===== src/rtl/rsq_pkg.sv =====
`timescale 1ns / 1ps
`default_nettype none

package rsq_pkg;

  // Input command codes, carried on the slave-side tuser
  typedef enum logic [1:0] {
    CMD_SUBMIT  = 2'd0,
    CMD_TICK    = 2'd1,
    CMD_VERDICT = 2'd2,
    CMD_RESET   = 2'd3
  } cmd_e;

  // Event codes, carried on the master-side tuser
  typedef enum logic [2:0] {
    EV_ACCEPTED     = 3'd0,
    EV_REJECTED     = 3'd1,
    EV_WRITTEN      = 3'd2,
    EV_COMPLETED    = 3'd3,
    EV_WRITE_FAILED = 3'd4,
    EV_TIMED_OUT    = 3'd5,
    EV_RESP_ERROR   = 3'd6
  } event_e;

  // Response verdict codes
  localparam logic [1:0] DS_COMPLETE = 2'd1;
  localparam logic [1:0] DS_ERROR    = 2'd2;

  // Configuration register index (paddr[2])
  localparam logic REG_TIMEOUT = 1'b0;
  localparam logic [7:0] TIMEOUT_RESET = 8'd10;

  localparam int unsigned IN_TDATA_W  = 72;
  localparam int unsigned OUT_TDATA_W = 40;

  typedef struct packed {
    logic [31:0] uid;
    logic [1:0]  kind;
    logic        expects;
  } entry_t;

  // Controller to datapath
  typedef struct packed {
    logic   latch_in;
    logic   push;
    logic   rd_head;
    logic   pop;
    logic   clr_wait;
    logic   flush;
    logic   emit;
    event_e emit_kind;
    logic   emit_cur;
    logic   emit_last;
  } dp_cmd_t;

  // Datapath to controller
  typedef struct packed {
    cmd_e       cmd;
    logic [1:0] ds;
    logic       wok;
    logic       full;
    logic       empty;
    logic       waiting;
    logic       due;
    logic       head_exp;
    logic       out_free;
  } dp_sts_t;

endpackage

`default_nettype wire


===== src/rtl/rsq_dp.sv =====
`timescale 1ns / 1ps
`default_nettype none

module rsq_dp #(
  parameter int unsigned QUEUE_DEPTH = 8
) (
  input  wire logic            clk_i,
  input  wire logic            rst_ni,
  input  wire logic [1:0]      cmd_i,
  input  wire logic [31:0]     now_i,
  input  wire logic [31:0]     uid_i,
  input  wire logic [1:0]      kind_i,
  input  wire logic            exp_i,
  input  wire logic            wok_i,
  input  wire logic [1:0]      ds_i,
  input  wire logic [7:0]      timeout_i,
  input  wire rsq_pkg::dp_cmd_t ctl_i,
  output rsq_pkg::dp_sts_t     sts_o,
  input  wire logic            out_ready_i,
  output logic                 out_valid_o,
  output logic [2:0]           out_kind_o,
  output logic [31:0]          out_uid_o,
  output logic [1:0]           out_req_kind_o,
  output logic                 out_last_o
);

  localparam int unsigned AW = (QUEUE_DEPTH > 1) ? $clog2(QUEUE_DEPTH) : 1;
  localparam int unsigned CW = $clog2(QUEUE_DEPTH + 1);

  // Latched input item
  logic [1:0]  cmd_q;
  logic [31:0] now_q;
  logic [31:0] uid_q;
  logic [1:0]  kind_q;
  logic        exp_q;
  logic        wok_q;
  logic [1:0]  ds_q;

  // Queue and in-flight state
  rsq_pkg::entry_t mem [QUEUE_DEPTH];
  rsq_pkg::entry_t rd_q;
  logic [AW-1:0]   head_q, head_d;
  logic [CW-1:0]   count_q, count_d;
  logic [CW:0]     tail_sum;
  logic [AW-1:0]   tail;
  logic            waiting_q, waiting_d;
  logic [31:0]     cur_uid_q;
  logic [1:0]      cur_kind_q;
  logic [32:0]     deadline_q;

  // Output register
  logic        ovalid_q;
  logic [2:0]  okind_q;
  logic [31:0] ouid_q;
  logic [1:0]  oreq_q;
  logic        olast_q;

  logic out_free;
  logic full;
  logic empty;

  assign full     = (count_q == CW'(QUEUE_DEPTH));
  assign empty    = (count_q == '0);
  assign out_free = !ovalid_q || out_ready_i;

  always_comb begin
    tail_sum = (CW+1)'(head_q) + (CW+1)'(count_q);
    if (tail_sum >= (CW+1)'(QUEUE_DEPTH)) begin
      tail_sum = tail_sum - (CW+1)'(QUEUE_DEPTH);
    end
    tail = tail_sum[AW-1:0];
  end

  always_ff @(posedge clk_i) begin
    if (ctl_i.latch_in) begin
      cmd_q  <= cmd_i;
      now_q  <= now_i;
      uid_q  <= uid_i;
      kind_q <= kind_i;
      exp_q  <= exp_i;
      wok_q  <= wok_i;
      ds_q   <= ds_i;
    end
  end

  always_ff @(posedge clk_i) begin
    if (ctl_i.push) begin
      mem[tail] <= '{uid: uid_q, kind: kind_q, expects: exp_q};
    end
    if (ctl_i.rd_head) begin
      rd_q <= mem[head_q];
    end
  end

  always_comb begin
    head_d    = head_q;
    count_d   = count_q;
    waiting_d = waiting_q;
    if (ctl_i.flush) begin
      head_d    = '0;
      count_d   = '0;
      waiting_d = 1'b0;
    end else begin
      if (ctl_i.push) begin
        count_d = count_q + CW'(1);
      end
      if (ctl_i.clr_wait) begin
        waiting_d = 1'b0;
      end
      if (ctl_i.pop) begin
        head_d    = (head_q == AW'(QUEUE_DEPTH - 1)) ? '0 : head_q + AW'(1);
        count_d   = count_q - CW'(1);
        waiting_d = rd_q.expects && wok_q;
      end
    end
  end

  always_ff @(posedge clk_i or negedge rst_ni) begin
    if (!rst_ni) begin
      head_q    <= '0;
      count_q   <= '0;
      waiting_q <= 1'b0;
    end else begin
      head_q    <= head_d;
      count_q   <= count_d;
      waiting_q <= waiting_d;
    end
  end

  always_ff @(posedge clk_i) begin
    if (ctl_i.pop) begin
      cur_uid_q  <= rd_q.uid;
      cur_kind_q <= rd_q.kind;
      if (rd_q.expects) begin
        deadline_q <= {1'b0, now_q} + {25'b0, timeout_i};
      end
    end
  end

  always_ff @(posedge clk_i or negedge rst_ni) begin
    if (!rst_ni) begin
      ovalid_q <= 1'b0;
    end else if (ctl_i.emit) begin
      ovalid_q <= 1'b1;
    end else if (out_ready_i) begin
      ovalid_q <= 1'b0;
    end
  end

  always_ff @(posedge clk_i) begin
    if (ctl_i.emit) begin
      okind_q <= ctl_i.emit_kind;
      ouid_q  <= ctl_i.emit_cur ? cur_uid_q : uid_q;
      oreq_q  <= ctl_i.emit_cur ? cur_kind_q : kind_q;
      olast_q <= ctl_i.emit_last;
    end
  end

  assign out_valid_o    = ovalid_q;
  assign out_kind_o     = okind_q;
  assign out_uid_o      = ouid_q;
  assign out_req_kind_o = oreq_q;
  assign out_last_o     = olast_q;

  always_comb begin
    sts_o.cmd      = rsq_pkg::cmd_e'(cmd_q);
    sts_o.ds       = ds_q;
    sts_o.wok      = wok_q;
    sts_o.full     = full;
    sts_o.empty    = empty;
    sts_o.waiting  = waiting_q;
    sts_o.due      = ({1'b0, now_q} >= deadline_q);
    sts_o.head_exp = rd_q.expects;
    sts_o.out_free = out_free;
  end

`ifndef SYNTHESIS
  a_count_bound: assert property (@(posedge clk_i) disable iff (!rst_ni)
    count_q <= CW'(QUEUE_DEPTH))
    else $error("queue count beyond depth");

  a_push_not_full: assert property (@(posedge clk_i) disable iff (!rst_ni)
    ctl_i.push |-> !full)
    else $error("push into a full queue");

  a_pop_not_empty: assert property (@(posedge clk_i) disable iff (!rst_ni)
    ctl_i.rd_head |=> (ctl_i.pop && !$past(empty)) || !ctl_i.pop)
    else $error("pop from an empty queue");

  a_emit_free: assert property (@(posedge clk_i) disable iff (!rst_ni)
    ctl_i.emit |-> out_free)
    else $error("emit overwrites a pending transfer");

  a_wait_cleared_on_flush: assert property (@(posedge clk_i) disable iff (!rst_ni)
    ctl_i.flush |=> !waiting_q && count_q == '0)
    else $error("flush left state behind");
`endif

endmodule

`default_nettype wire


===== src/rtl/rsq_ctrl.sv =====
`timescale 1ns / 1ps
`default_nettype none

module rsq_ctrl (
  input  wire logic             clk_i,
  input  wire logic             rst_ni,
  input  wire logic             in_valid_i,
  output logic                  in_ready_o,
  input  wire rsq_pkg::dp_sts_t sts_i,
  output rsq_pkg::dp_cmd_t      ctl_o
);

  typedef enum logic [5:0] {
    S_IDLE     = 6'b000001,
    S_DISPATCH = 6'b000010,
    S_DRAIN    = 6'b000100,
    S_READ     = 6'b001000,
    S_WRITE    = 6'b010000,
    S_COMPL    = 6'b100000
  } state_e;

  state_e state_q, state_d;

  always_comb begin
    state_d    = state_q;
    ctl_o      = '0;
    in_ready_o = 1'b0;
    unique case (state_q)
      S_IDLE: begin
        in_ready_o = 1'b1;
        if (in_valid_i) begin
          ctl_o.latch_in = 1'b1;
          state_d        = S_DISPATCH;
        end
      end
      S_DISPATCH: begin
        unique case (sts_i.cmd)
          rsq_pkg::CMD_SUBMIT: begin
            if (sts_i.out_free) begin
              ctl_o.emit      = 1'b1;
              ctl_o.emit_last = 1'b1;
              ctl_o.emit_kind = sts_i.full ? rsq_pkg::EV_REJECTED : rsq_pkg::EV_ACCEPTED;
              ctl_o.push      = !sts_i.full;
              state_d         = S_IDLE;
            end
          end
          rsq_pkg::CMD_TICK: begin
            if (sts_i.waiting && sts_i.due) begin
              if (sts_i.out_free) begin
                ctl_o.emit      = 1'b1;
                ctl_o.emit_cur  = 1'b1;
                ctl_o.emit_kind = rsq_pkg::EV_TIMED_OUT;
                ctl_o.emit_last = sts_i.empty;
                ctl_o.clr_wait  = 1'b1;
                state_d         = S_DRAIN;
              end
            end else begin
              state_d = S_DRAIN;
            end
          end
          rsq_pkg::CMD_VERDICT: begin
            if (sts_i.waiting &&
                (sts_i.ds == rsq_pkg::DS_COMPLETE || sts_i.ds == rsq_pkg::DS_ERROR)) begin
              if (sts_i.out_free) begin
                ctl_o.emit      = 1'b1;
                ctl_o.emit_cur  = 1'b1;
                ctl_o.emit_kind = (sts_i.ds == rsq_pkg::DS_COMPLETE) ?
                                  rsq_pkg::EV_COMPLETED : rsq_pkg::EV_RESP_ERROR;
                ctl_o.emit_last = sts_i.empty;
                ctl_o.clr_wait  = 1'b1;
                state_d         = S_DRAIN;
              end
            end else begin
              state_d = S_IDLE;
            end
          end
          rsq_pkg::CMD_RESET: begin
            ctl_o.flush = 1'b1;
            state_d     = S_IDLE;
          end
          default: state_d = S_IDLE;
        endcase
      end
      S_DRAIN: begin
        if (!sts_i.waiting && !sts_i.empty) begin
          ctl_o.rd_head = 1'b1;
          state_d       = S_READ;
        end else begin
          state_d = S_IDLE;
        end
      end
      S_READ: begin
        ctl_o.pop = 1'b1;
        state_d   = S_WRITE;
      end
      S_WRITE: begin
        if (sts_i.out_free) begin
          ctl_o.emit     = 1'b1;
          ctl_o.emit_cur = 1'b1;
          if (!sts_i.wok) begin
            ctl_o.emit_kind = rsq_pkg::EV_WRITE_FAILED;
            ctl_o.emit_last = sts_i.empty;
            state_d         = S_DRAIN;
          end else if (sts_i.head_exp) begin
            ctl_o.emit_kind = rsq_pkg::EV_WRITTEN;
            ctl_o.emit_last = 1'b1;
            state_d         = S_DRAIN;
          end else begin
            ctl_o.emit_kind = rsq_pkg::EV_WRITTEN;
            ctl_o.emit_last = 1'b0;
            state_d         = S_COMPL;
          end
        end
      end
      S_COMPL: begin
        if (sts_i.out_free) begin
          ctl_o.emit      = 1'b1;
          ctl_o.emit_cur  = 1'b1;
          ctl_o.emit_kind = rsq_pkg::EV_COMPLETED;
          ctl_o.emit_last = sts_i.empty;
          state_d         = S_DRAIN;
        end
      end
      default: state_d = S_IDLE;
    endcase
  end

  always_ff @(posedge clk_i or negedge rst_ni) begin
    if (!rst_ni) begin
      state_q <= S_IDLE;
    end else begin
      state_q <= state_d;
    end
  end

endmodule

`default_nettype wire


===== src/rtl/request_sequencer_with_timeout_unit.sv =====
`timescale 1ns / 1ps
`default_nettype none

// Request sequencer with response timeout. Submits (tuser 0) queue a request
// in a QUEUE_DEPTH-entry FIFO and always answer with one event, accepted or
// rejected full. Ticks (tuser 1) first time out the in-flight request once
// now reaches its deadline; verdicts (tuser 2) end it as completed or error;
// ticks, and verdicts that end it, then drain the FIFO, writing each
// request out until one that expects an answer is written successfully, which
// arms deadline = now + timeout. Reset commands (tuser 3) empty the FIFO and
// drop the in-flight request. Every event is one master-side transfer; tlast
// marks the final event of an input item, and items that cause no event
// produce no transfer. Timing: the input is taken in the idle state only.
// Each drained request passes through the registered read of the queue
// memory and the single output register, and output back-pressure holds
// the controller in its state until the output register is free. There is
// no clearing pass after reset. timeout_seconds sits at APB byte address 0.

module request_sequencer_with_timeout_unit #(
  parameter int unsigned QUEUE_DEPTH = 8
) (
  input  wire logic        clk_i,
  input  wire logic        rst_ni,
  // Input item
  input  wire logic        s_axis_tvalid,
  output logic             s_axis_tready,
  // [31:0] now, [63:32] req_uid, [65:64] req_kind, [66] req_expects_response,
  // [67] write_ok, [69:68] data_status, [71:70] zero
  input  wire logic [71:0] s_axis_tdata,
  // [1:0] command
  input  wire logic [1:0]  s_axis_tuser,
  // Events
  output logic             m_axis_tvalid,
  input  wire logic        m_axis_tready,
  // [31:0] event_uid, [33:32] event_req_kind, [39:34] zero
  output logic [39:0]      m_axis_tdata,
  // [2:0] event_kind
  output logic [2:0]       m_axis_tuser,
  output logic             m_axis_tlast,
  // Configuration
  input  wire logic        psel,
  input  wire logic        penable,
  input  wire logic        pwrite,
  input  wire logic [2:0]  paddr,
  input  wire logic [31:0] pwdata,
  output logic [31:0]      prdata,
  output logic             pready
);

  rsq_pkg::dp_cmd_t ctl;
  rsq_pkg::dp_sts_t sts;

  logic [7:0]  timeout_q;
  logic [31:0] ev_uid;
  logic [1:0]  ev_req_kind;

  // Timeout register: written in the APB access phase, always ready.
  assign pready = 1'b1;

  always_ff @(posedge clk_i or negedge rst_ni) begin
    if (!rst_ni) begin
      timeout_q <= rsq_pkg::TIMEOUT_RESET;
    end else if (psel && penable && pwrite && paddr[2] == rsq_pkg::REG_TIMEOUT) begin
      timeout_q <= pwdata[7:0];
    end
  end

  // Return the register at its address, zero elsewhere.
  assign prdata = (paddr[2] == rsq_pkg::REG_TIMEOUT) ? {24'b0, timeout_q} : 32'b0;

  rsq_ctrl u_ctrl (
    .clk_i      (clk_i),
    .rst_ni     (rst_ni),
    .in_valid_i (s_axis_tvalid),
    .in_ready_o (s_axis_tready),
    .sts_i      (sts),
    .ctl_o      (ctl)
  );

  rsq_dp #(
    .QUEUE_DEPTH (QUEUE_DEPTH)
  ) u_dp (
    .clk_i          (clk_i),
    .rst_ni         (rst_ni),
    .cmd_i          (s_axis_tuser),
    .now_i          (s_axis_tdata[31:0]),
    .uid_i          (s_axis_tdata[63:32]),
    .kind_i         (s_axis_tdata[65:64]),
    .exp_i          (s_axis_tdata[66]),
    .wok_i          (s_axis_tdata[67]),
    .ds_i           (s_axis_tdata[69:68]),
    .timeout_i      (timeout_q),
    .ctl_i          (ctl),
    .sts_o          (sts),
    .out_ready_i    (m_axis_tready),
    .out_valid_o    (m_axis_tvalid),
    .out_kind_o     (m_axis_tuser),
    .out_uid_o      (ev_uid),
    .out_req_kind_o (ev_req_kind),
    .out_last_o     (m_axis_tlast)
  );

  // Pack the event payload, padding to whole bytes.
  assign m_axis_tdata = {6'b0, ev_req_kind, ev_uid};

endmodule

`default_nettype wire

===== config.mk =====
export PLATFORM = sky130hd
export DESIGN_NAME = request_sequencer_with_timeout_unit
export DESIGN_NICKNAME = d
export VERILOG_FILES = /design/src/rtl/rsq_pkg.sv /design/src/rtl/rsq_dp.sv /design/src/rtl/rsq_ctrl.sv /design/src/rtl/request_sequencer_with_timeout_unit.sv
export SDC_FILE = /design/constraint.sdc
export NUM_CORES = 1
export LEC_CHECK = 0
export BUFFER_PORTS_ARGS = -buffer_cell sky130_fd_sc_hd__buf_2
export CAP_MARGIN = 20
export CORE_ASPECT_RATIO = 1.25
export CORE_MARGIN = 2
export CORE_UTILIZATION = 53
export DETAILED_ROUTE_END_ITERATION = 8
export PLACE_DENSITY_LB_ADDON = 0.1
export SLEW_MARGIN = 25
export SYNTH_ARGS = -nofsm -noshare
export SYNTH_HDL_FRONTEND = slang
export SYNTH_SLANG_ARGS = --single-unit

===== constraint.sdc =====
create_clock -name clk_i -period 5.15 [get_ports clk_i]
set_input_delay 0.2575 -clock clk_i [delete_from_list [all_inputs] [get_ports clk_i]]
set_output_delay 0.2575 -clock clk_i [all_outputs]
set_load 0.01 [all_outputs]

## Yosys cells after proc, flatten, opt, wreduce, memory -nomap -nowiden

Memory sizes are Yosys's and may differ from the RTL's. A register that Yosys moved wholly into a read port is not among the register bits.
Cells that the tools add are included.

| word-level totals | value |
|---|---|
| bits in registers | 200 |
| memory bits (writable) | 280 |
| memories | 1 |

Memories:

| memory | words | width | rd ports | clocked after memory_dff | write ports | line | RTL |
|---|---|---|---|---|---|---|---|
| u_dp.mem | 8 | 35 | 1 | 1 | 1 | rsq_dp.sv:40 | `rsq_pkg::entry_t mem [QUEUE_DEPTH];` |

| operators by class | value |
|---|---|
| add/subtract/negate cells | 6 |
| $lt $le $gt $ge | 2 |
| equality and inequality tests | 16 |
| mux-type cells | 59 |
| bitwise gates (word level) | 1 |
| reduce and logical (&&, ||, !) cells | 21 |

Operator list:

| kind | count |
|---|---|
| $mux 6 | 14 |
| $pmux 6 s6 | 1 |
| $add 32x8->33 | 1 |
| $ge 32x33->1 | 1 |
| $mux 32 | 1 |
| $pmux 6 s4 | 1 |
| $mux 1 | 23 |
| $mux 4 | 5 |
| $mux 3 | 6 |
| $pmux 6 s3 | 1 |
| $pmux 4 s3 | 1 |
| $mux 8 | 1 |
| $logic_and 1x1->1 | 7 |
| $eq 2x2->1 const B | 3 |
| $eq 6x1->1 const B | 1 |
| $eq 6x2->1 const B | 1 |
| $eq 6x3->1 const B | 1 |
| $eq 6x4->1 const B | 1 |
| $eq 6x5->1 const B | 1 |
| $eq 6x6->1 const B | 1 |
| $reduce_bool 3->1 | 2 |
| $add 3x4->5 | 1 |
| $ge 5x4->1 const B | 1 |
| $add 4x1->4 const B | 1 |
| other kinds (20) | 28 |

## Longest topological paths before layout

Gate-level depths: netlist of the first run.

| logic depth | value |
|---|---|
| depth after elaboration | 9 |
| gate-level depth with buffers | 10 |

## Cells and area by module

From an unflattened synthesis of the first run, not the netlist that was laid out.

| second synthesis, totals | value |
|---|---|
| cells, all modules | 1100 |
| area total of the unflattened synthesis | 20947.6 µm² |

Modules (own cells, without submodules):

| module | times used | cells each | area an instance (µm²) |
|---|---|---|---|
| rsq_dp | 1 | 945 | 19476.2 |
| rsq_ctrl | 1 | 97 | 844.6 |
| request_sequencer_with_timeout_unit | 1 | 58 | 626.9 |

## Worst setup path after synthesis of the first run

No wires, ideal clock.

| timing path | value |
|---|---|
| path kind | register to register |
| start point | register u_ctrl.state_q[5] |
| end point | register, netlist name u_dp.rd_q[10] |
| data arrival time | 4.425 ns |
| required time | 4.623 ns |
| path slack | 0.198 ns |
| stages on the path, launching flop included | 4 |
| buffers on the path | 0 |
| period minus slack after synthesis | 4.952 ns |
| cells stage by stage | dfrtp_1 -> nor2_1 -> nand3_1 -> nor4b_1 |

RTL lines:

| item | line | RTL |
|---|---|---|
| start: declaration | rsq_ctrl.sv:22 | `state_e state_q, state_d;` |
| start signal: assignment | rsq_ctrl.sv:132 | `state_q <= state_d;` |

==> results of run 1 <==
per-layer routing:
layer | up-vias | wire (um) | global-route usage, %
met5 | - | 0 | 0
met4 | 0 | 803 | 5.455
met3 | 57 | 1861 | 3.167
met2 | 291 | 20320 | 35.08
met1 | 5266 | 16480 | 25.44
li1 | 4820 | - | -
repair_timing:
action,4_1_cts,5_1_grt
setup endpoints to repair,0,0
hold buffers,81,0
hold endpoints to repair,100,0
cells by family (layout without fill, tap and decap cells):
family / count (synthesis) / count (layout) / synth area share [%]
DFF: 515 / 515 / 73.89
and+or+nand+nor: 151 / 151 / 3.872
muxes: 148 / 148 / 11.81
buffers and inverters: 120 / 384 / 2.836
AOI/OAI and AO/OA: 88 / 88 / 2.728
adders and majority gates: 54 / 54 / 3.360
xor gates and xnor gates: 35 / 35 / 1.475
other: 2 / 32 / 0.03614
worst reg2reg max path: stages, from the launching register on:
cell and delay [ns]:
edfxtp_1 0.58, ha_1 0.39, a21oi_1 0.13, o21ai_0 0.10, a22oi_1 0.20, a31oi_1 0.13, nor3_1 0.78, o211ai_1 0.25
a31o_2 0.48, buf_4 0.35
area by class of cell:
| type | instances | area, um2 | area share, % |
|---|---|---|---|
| antenna | 1 | 2.502 | 0.01026 |
| sequential | 515 | 15360 | 62.99 |
| inverter | 59 | 221.5 | 0.9082 |
| multi-input combinational | 507 | 5007 | 20.53 |
| clock buffer | 61 | 1314 | 5.388 |
| clock inverter | 26 | 201.4 | 0.8261 |
| tap | 498 | 623.1 | 2.555 |
| timing repair buffer | 238 | 1655 | 6.788 |
where the power goes:
group	internal, mW	total [mW]	switching, mW
clock network	1.95	3.43	1.47
registers	4.94	5.18	0.237
logic	0.415	0.927	0.512
cell usage after synthesis, types with 4 or more instances:
library cell,count
edfxtp_1,492
mux4_2,70
inv_1,59
ha_1,51
mux2_2,47
buf_4,31
a21oi_1,30
mux2_1,30
xnor2_1,29
nand2_1,28
nor2_1,26
o21ai_0,26
nand3_1,21
clkbuf_1,20
dfrtp_1,20
nor3_1,16
nand4_1,11
nor2b_1,11
and3_1,7
buf_1,7
xor2_1,6
or2_2,5
a21o_1,4
nor4_1,4
metrics by stage:
stage	total power, mW	setup WS, ns
after detailed placement	6.150	1.320
after floorplan	5.824	0.1977
after CTS	9.628	1.317
final	9.531	1.444
after global placement	6.122	1.330
after global routing	9.917	1.212
worst paths after layout:
path,startpoint,end,slack [ns],cells after the start
max,u_dp.now_q[8],u_dp.out_uid_o[5],1.44,9
min,s_axis_tvalid,u_ctrl.state_q[4],0.18,4
max reg2reg,u_dp.now_q[8],u_dp.out_uid_o[5],1.44,9
min reg2reg,u_dp.rd_q[9],u_dp.cur_uid_q[6],0.42,0
max in group asynchronous,rst_ni,u_dp.head_q[0],4.47,2
min in group asynchronous,rst_ni,u_ctrl.state_q[4],0.24,2
flip-flops by register name, summed over array words and instances (netlist names), 2 cells and up:
| signal | flops |
|---|---|
| timeout_q | 8 |
| u_ctrl.state_q | 6 |
| u_dp.cmd_q | 2 |
| u_dp.count_q | 4 |
| u_dp.cur_kind_q | 2 |
| u_dp.cur_uid_q | 32 |
| u_dp.deadline_q | 33 |
| u_dp.ds_q | 2 |
| u_dp.head_q | 3 |
| u_dp.kind_q | 2 |
| u_dp.mem | 280 |
| u_dp.now_q | 32 |
| u_dp.out_kind_o | 3 |
| u_dp.out_req_kind_o | 2 |
| u_dp.out_uid_o | 32 |
| u_dp.rd_q | 34 |
| u_dp.uid_q | 32 |
==> impl_results.md, run 1 <==
- Tightest Pin Transition: 0.9965 ns
- Commonest non-fill, non-tap cell in the layout: edfxtp_1
- Die H: 225.4 um
- Post-synthesis cell type count: 61
- Final instance area: 24380 um2
- Outcome: completed
- Vias post-DR: 10430
- Pwr per Cell Area: ~390 nW/um2
- WL/cell: between 20 and 25 um
- Die area: 40820 um2
- Cell row count: between 80 and 90
- Drt pass-1 iters: 5
- Crit path DAT: 3.96 ns
- Clock Sinks: 515
- Largest area contributor in the netlist: edfxtp_1
- Max Cap Viol: 0
- Cells after DPL: 1736
- Remaining global-route overflow: 0
- Vias/cell: 5.477
- Final #Nets: 1541
- Critical path fanouts, max: 27
- Min cycle time layout: 3.706 ns
- Synth top area share: 71.10%
- Cell Count, Final, Fillers Out: 1905
- Critical-path top delay cell: nor3_1
- Post-synth EDFFs: between 400 and 500
- Worst setup EP type: flop
- Deepest clock path buffer count: 3
- Post-synthesis sequential area ratio: 73.89%
- Clock transition at path regs: approximately 0.060 ns
- Post-synth ARST share: 4.466%
- Total core area: 38920 um2
- Final slew viol count: 0
- Overall global routing resource usage: ~20%
- CTS buffer count: 50
- # DRC: 0
- Static Leak: 8.460 nW
- DP HPWL: 22120 um
- Hold Crit Class: primary input to flop
- Filler instances: 2775
- Seq cells post-synth: 515
- RSZ-0062 raised after global routing: false
- Synthesized netlist cell count: 1113
- Chip Width: 181.1 um
- IO Port Bufs: 135
- Post-CTS sizing: 0
- Initial cell density of the core: 53.40%
- Placed instance area: around 22000 um2
- Synth Warn #: 0
- Kind of critical path: flop to flop
- Final hold violation count: 0
- Routed WL: 39460 um
- Setup violators final: 0
- Antenna violations before repair: 1
- Setup Fix Bufs, Post-CTS: 0
- CP Buf/Inv Count: 1
- Final Cycle Share: 71.96%
- Most used DFF post-synth: edfxtp_1
- Worst path cell trace: ha_1 -> a21oi_1 -> o21ai_0 -> a22oi_1 -> a31oi_1 -> nor3_1 -> o211ai_1 -> a31o_2 -> buf_4
- Highest-count cells in the layout ignoring fill and taps: 492 x edfxtp_1, 135 x buf_2, 81 x dlygate4sd3_1, 70 x mux4_2, 58 x inv_1
- Syn avg cell area: between 15 and 20 um2
- Post-DRT Antenna Nets: 0
- Pin count of the biggest net entering global routing: 73
- Highest Clock Rate: 269.9 MHz
- Final design utilization: 62.66%
- Area Growth Syn to Fin: 17.35%
- Gpl congestion: 0.8094
- CP Launch Type: flop
- H-tree Lvls: 2
- Layout cells sized above 1: 26.46%
- Hold_ws: 0.1829 ns
- Initial DRC count: 744
- Mapped cell area: 20780 um2
- Clk root buf: clkbuf_16
- Max-slew headroom: 33.05%
- TNS Setup: 0 ns
- Family with the most delay on the worst path: compound AO/OA/AOI/OAI gates
- Final setup skew: 0.01874 ns
- Worst EP required: 5.41 ns
- Slowest stage delay, CP: 0.78 ns
- First-pass GRT wire length: 60930 um
- Top post-synthesis cells by area: edfxtp_1 71%, mux4_2 7.6%, ha_1 3.1%
- Vias in the first global route: 10790
- IO Count: 195
- Maximum VDD drop: 0.2768 mV
- CTS tree: done
- Worst-Skew Late Latency: around 0.56 ns
Power figures use the tool's default switching activity.
==> run 2: changes to the inputs <==
==> constraint.sdc (replaced) <==
create_clock -name clk_i -period 3.2 [get_ports clk_i]
set_input_delay 0.16 -clock clk_i [delete_from_list [all_inputs] [get_ports clk_i]]
set_output_delay 0.16 -clock clk_i [all_outputs]
set_load 0.01 [all_outputs]
==> run 2 against run 1 <==
  * Wire length increased by 1.1%
  * Combinational power grew 70%
  * Power increased by 65%
  * Critical path type unchanged
==> impl_results.md, run 2 (synthesis gave the netlist of run 1 again) <==
- Drt pass-1 iters: 5 (unchanged)
- Post-DRT Antenna Nets: 0 (unchanged)
- Max-slew headroom: 47.77% (was 33.05%)
- Worst-Skew Late Latency: 0.57 ns (was 0.56 ns)
- Max Cap Viol: 0 (unchanged)
- Max reg flops: 280 (unchanged)
- Setup Fix Bufs, Post-CTS: 0 (unchanged)
- Chip Width: 181.1 um (unchanged)
- Multi-input gate area: 5035 um2 (was 5007 um2)
- R2r startpoint: u_dp.now_q[30] (was u_dp.now_q[8])
- Remaining global-route overflow: 0 (unchanged)
- Static Leak: 8.637 nW (was 8.460 nW)
- # DRC: 0 (unchanged)
- Clock transition at path regs: 0.06 ns (about the same)
- Min cycle time layout: 2.927 ns (was 3.706 ns)
- Placed instance area: 22390 um2 (was 22060 um2)
- Power Internal: 12.08 mW (was 7.311 mW)
- Pin count of the biggest net entering global routing: 74 (was 73)
- Hold_ws: 0.06975 ns (was 0.1829 ns)
- Deepest clock path buffer count: 3 (unchanged)
- Clock Sinks: 515 (unchanged)
- Reg-to-reg slack, setup: 0.27 ns (was 1.44 ns)
- DP HPWL: 23210 um (was 22120 um)
- Clock power frac: 37.1% (was 35.9%)
- Gpl congestion: 0.8263 (was 0.8094)
- CTS tree: done (unchanged)
- Vias post-DR: 10530 (was 10430)
- Combinational share of power: 10.0% (was 9.7%)
- Sequential Area: 15360 um2 (unchanged)
- Vias in the first global route: 11080 (was 10790)
- Maximum VDD drop: 0.4749 mV (was 0.2768 mV)
- Outcome: completed (unchanged)
- Total core area: 38920 um2 (unchanged)
- R2r endpoint: u_dp.out_uid_o[15] (was u_dp.out_uid_o[5])
- Die area: 40820 um2 (unchanged)
- Filler instances: 2786 (was 2775)
- Final Cycle Share: 91.47% (was 71.96%)
- Final #Nets: 1557 (was 1541)
- Final setup skew: 0.01644 ns (was 0.01874 ns)
- WL/cell: 20.73 um (was 20.71 um)
- Final slew viol count: 0 (unchanged)
- Worst R2R Path Depth: 11 (was 9)
- RSZ-0062 raised after global routing: false (unchanged)
- WHS Endpoint: u_ctrl.state_q[4] (unchanged)
- WHS Path Cells: 4 (unchanged)
- Cell row count: 81 (unchanged)
- Final hold violation count: 0 (unchanged)
- First-pass GRT wire length: 61840 um (was 60930 um)
- Tightest Pin Transition: 0.7835 ns (was 0.9965 ns)
- Initial DRC count: 755 (was 744)
- Hold Crit Class: primary input to flop (unchanged)
- Pwr Total: 15.74 mW (was 9.531 mW)
- Worst EP required: 3.46 ns (was 5.41 ns)
- Highest-count cells in the layout ignoring fill and taps: 492 x edfxtp_1, 135 x buf_2, 81 x dlygate4sd3_1, 70 x mux4_2, 58 x inv_1 (unchanged)
- Sw Pwr: 3.652 mW (was 2.221 mW)
- TNS Setup: 0 ns (unchanged)
- CP Launch Type: flop (unchanged)
- Kind of critical path: flop to flop (unchanged)
- Reg with most FFs: u_dp.mem (unchanged)
- Commonest non-fill, non-tap cell in the layout: edfxtp_1 (unchanged)
- Crit path DAT: 3.19 ns (was 3.96 ns)
- IO Count: 195 (unchanged)
- Sw frac: 23.21% (was 23.30%)
- IO Port Bufs: 135 (unchanged)
- ANT cells: 0 (was 1)
- Top Registers: u_dp.mem x280, u_dp.rd_q x34, u_dp.deadline_q x33 (unchanged)
- Highest Clock Rate: 341.7 MHz (was 269.9 MHz)
- Seq pwr share: 52.9% (was 54.3%)
- Overall global routing resource usage: 20.02% (was 19.77%)
- Final instance area: 24830 um2 (was 24380 um2)
- Area Growth Syn to Fin: 19.49% (was 17.35%)
- Routed WL: 39880 um (was 39460 um)
- Pwr per Cell Area: 633.8 nW/um2 (was 390.9 nW/um2)
- Vias/cell: 5.475 (was 5.477)
- Initial cell density of the core: 53.40% (unchanged)
- Layout cells sized above 1: 27.77% (was 26.46%)
- Critical path fanouts, max: 17 (was 27)
- Setup violators final: 0 (unchanged)
- Worst setup EP type: flop (unchanged)
- Worst hold start: s_axis_tvalid (unchanged)
- Die H: 225.4 um (unchanged)
- Clk root buf: clkbuf_16 (unchanged)
- Antenna violations before repair: 0 (was 1)
- CTS buffer count: 50 (unchanged)
- H-tree Lvls: 2 (unchanged)
-- run 2: cell types whose count changed in the layout (fill, tap and decap cells not counted), moves of 2 or more --
cell	delta
clkinv_1	-2
nor3_4	+2
clkinv_2	+2
clkbuf_8	+2
inv_6	+2
buf_12	+15
nor3_2	-2
bufinv_16	+3
-- run 2: what timing repair did --
action | CTS | global route
hold buffers | 81 | 0
hold endpoints to repair | 103 | 0
gates resized for setup | 0 | 1
endpoints found under the setup margin | 0 | 9
-- run 2: power groups by stage --
stage	registers, mW	logic, mW	clock network (mW)
after floorplan	8.33	1.05	0
after global placement	8.45	1.49	0
after detailed placement	8.46	1.51	0
after CTS	8.32	1.60	5.98
after global routing	8.38	1.77	6.21
final	8.32	1.58	5.84
-- run 2: layout make-up --
| class | count | area share, % |
|---|---|---|
| sequential | 515 | 61.86 |
| clock inverter | 30 | 1.270 |
| timing repair buffer | 254 | 7.906 |
| tap | 498 | 2.509 |
| clock buffer | 61 | 5.286 |
| multi-input combinational | 507 | 20.28 |
| inverter | 59 | 0.8919 |
-- run 2: metrics by stage --
stage,utilization (%),worst slack (ns),cells
6_report,63.80,0.2731,1924
2_1_floorplan,-,-0.9697,1142
3_5_place_dp,57.52,0.2159,1752
3_3_place_gp,57.51,0.2770,1752
4_1_cts,63.79,0.1986,1924
5_1_grt,63.80,0.007004,1924
-- run 2: metal layers --
| layer | vias to the layer above | part of all wire, % | track usage, % |
|---|---|---|---|
| met1 | 5363 | 42 | 25.70 |
| met4 | 0 | 2.4 | 6.216 |
| met2 | 251 | 51 | 35.36 |
| met5 | - | 0 | 0 |
| met3 | 67 | 4.3 | 3.087 |
| li1 | 4853 | - | - |
-- run 2: worst max-delay path by stage --
stage          cells past startpoint            endpoint           start  slack [ns]
5_1_grt                           10  u_dp.out_uid_o[24]  u_dp.now_q[16]       0.007
3_5_place_dp                      10  u_dp.out_uid_o[21]  u_dp.now_q[15]        0.22
3_3_place_gp                      10  u_dp.out_uid_o[31]  u_dp.now_q[15]        0.28
4_1_cts                           10  u_dp.out_uid_o[21]  u_dp.now_q[15]        0.20
6_report                          11  u_dp.out_uid_o[15]  u_dp.now_q[30]        0.27
2_1_floorplan                      6      u_dp.mem[1][0]   u_dp.cmd_q[0]       -0.97
-- run 2: worst max-delay path, stage by stage, from the launching register on --
cell and delay, ns:
edfxtp_1 0.46, ha_1 0.33, nand4b_1 0.15, nor4_1 0.32, buf_4 0.17, inv_1 0.03, a31oi_1 0.15, nor3_1 0.06
buf_4 0.18, o211ai_1 0.23, a31o_2 0.31, buf_12 0.21
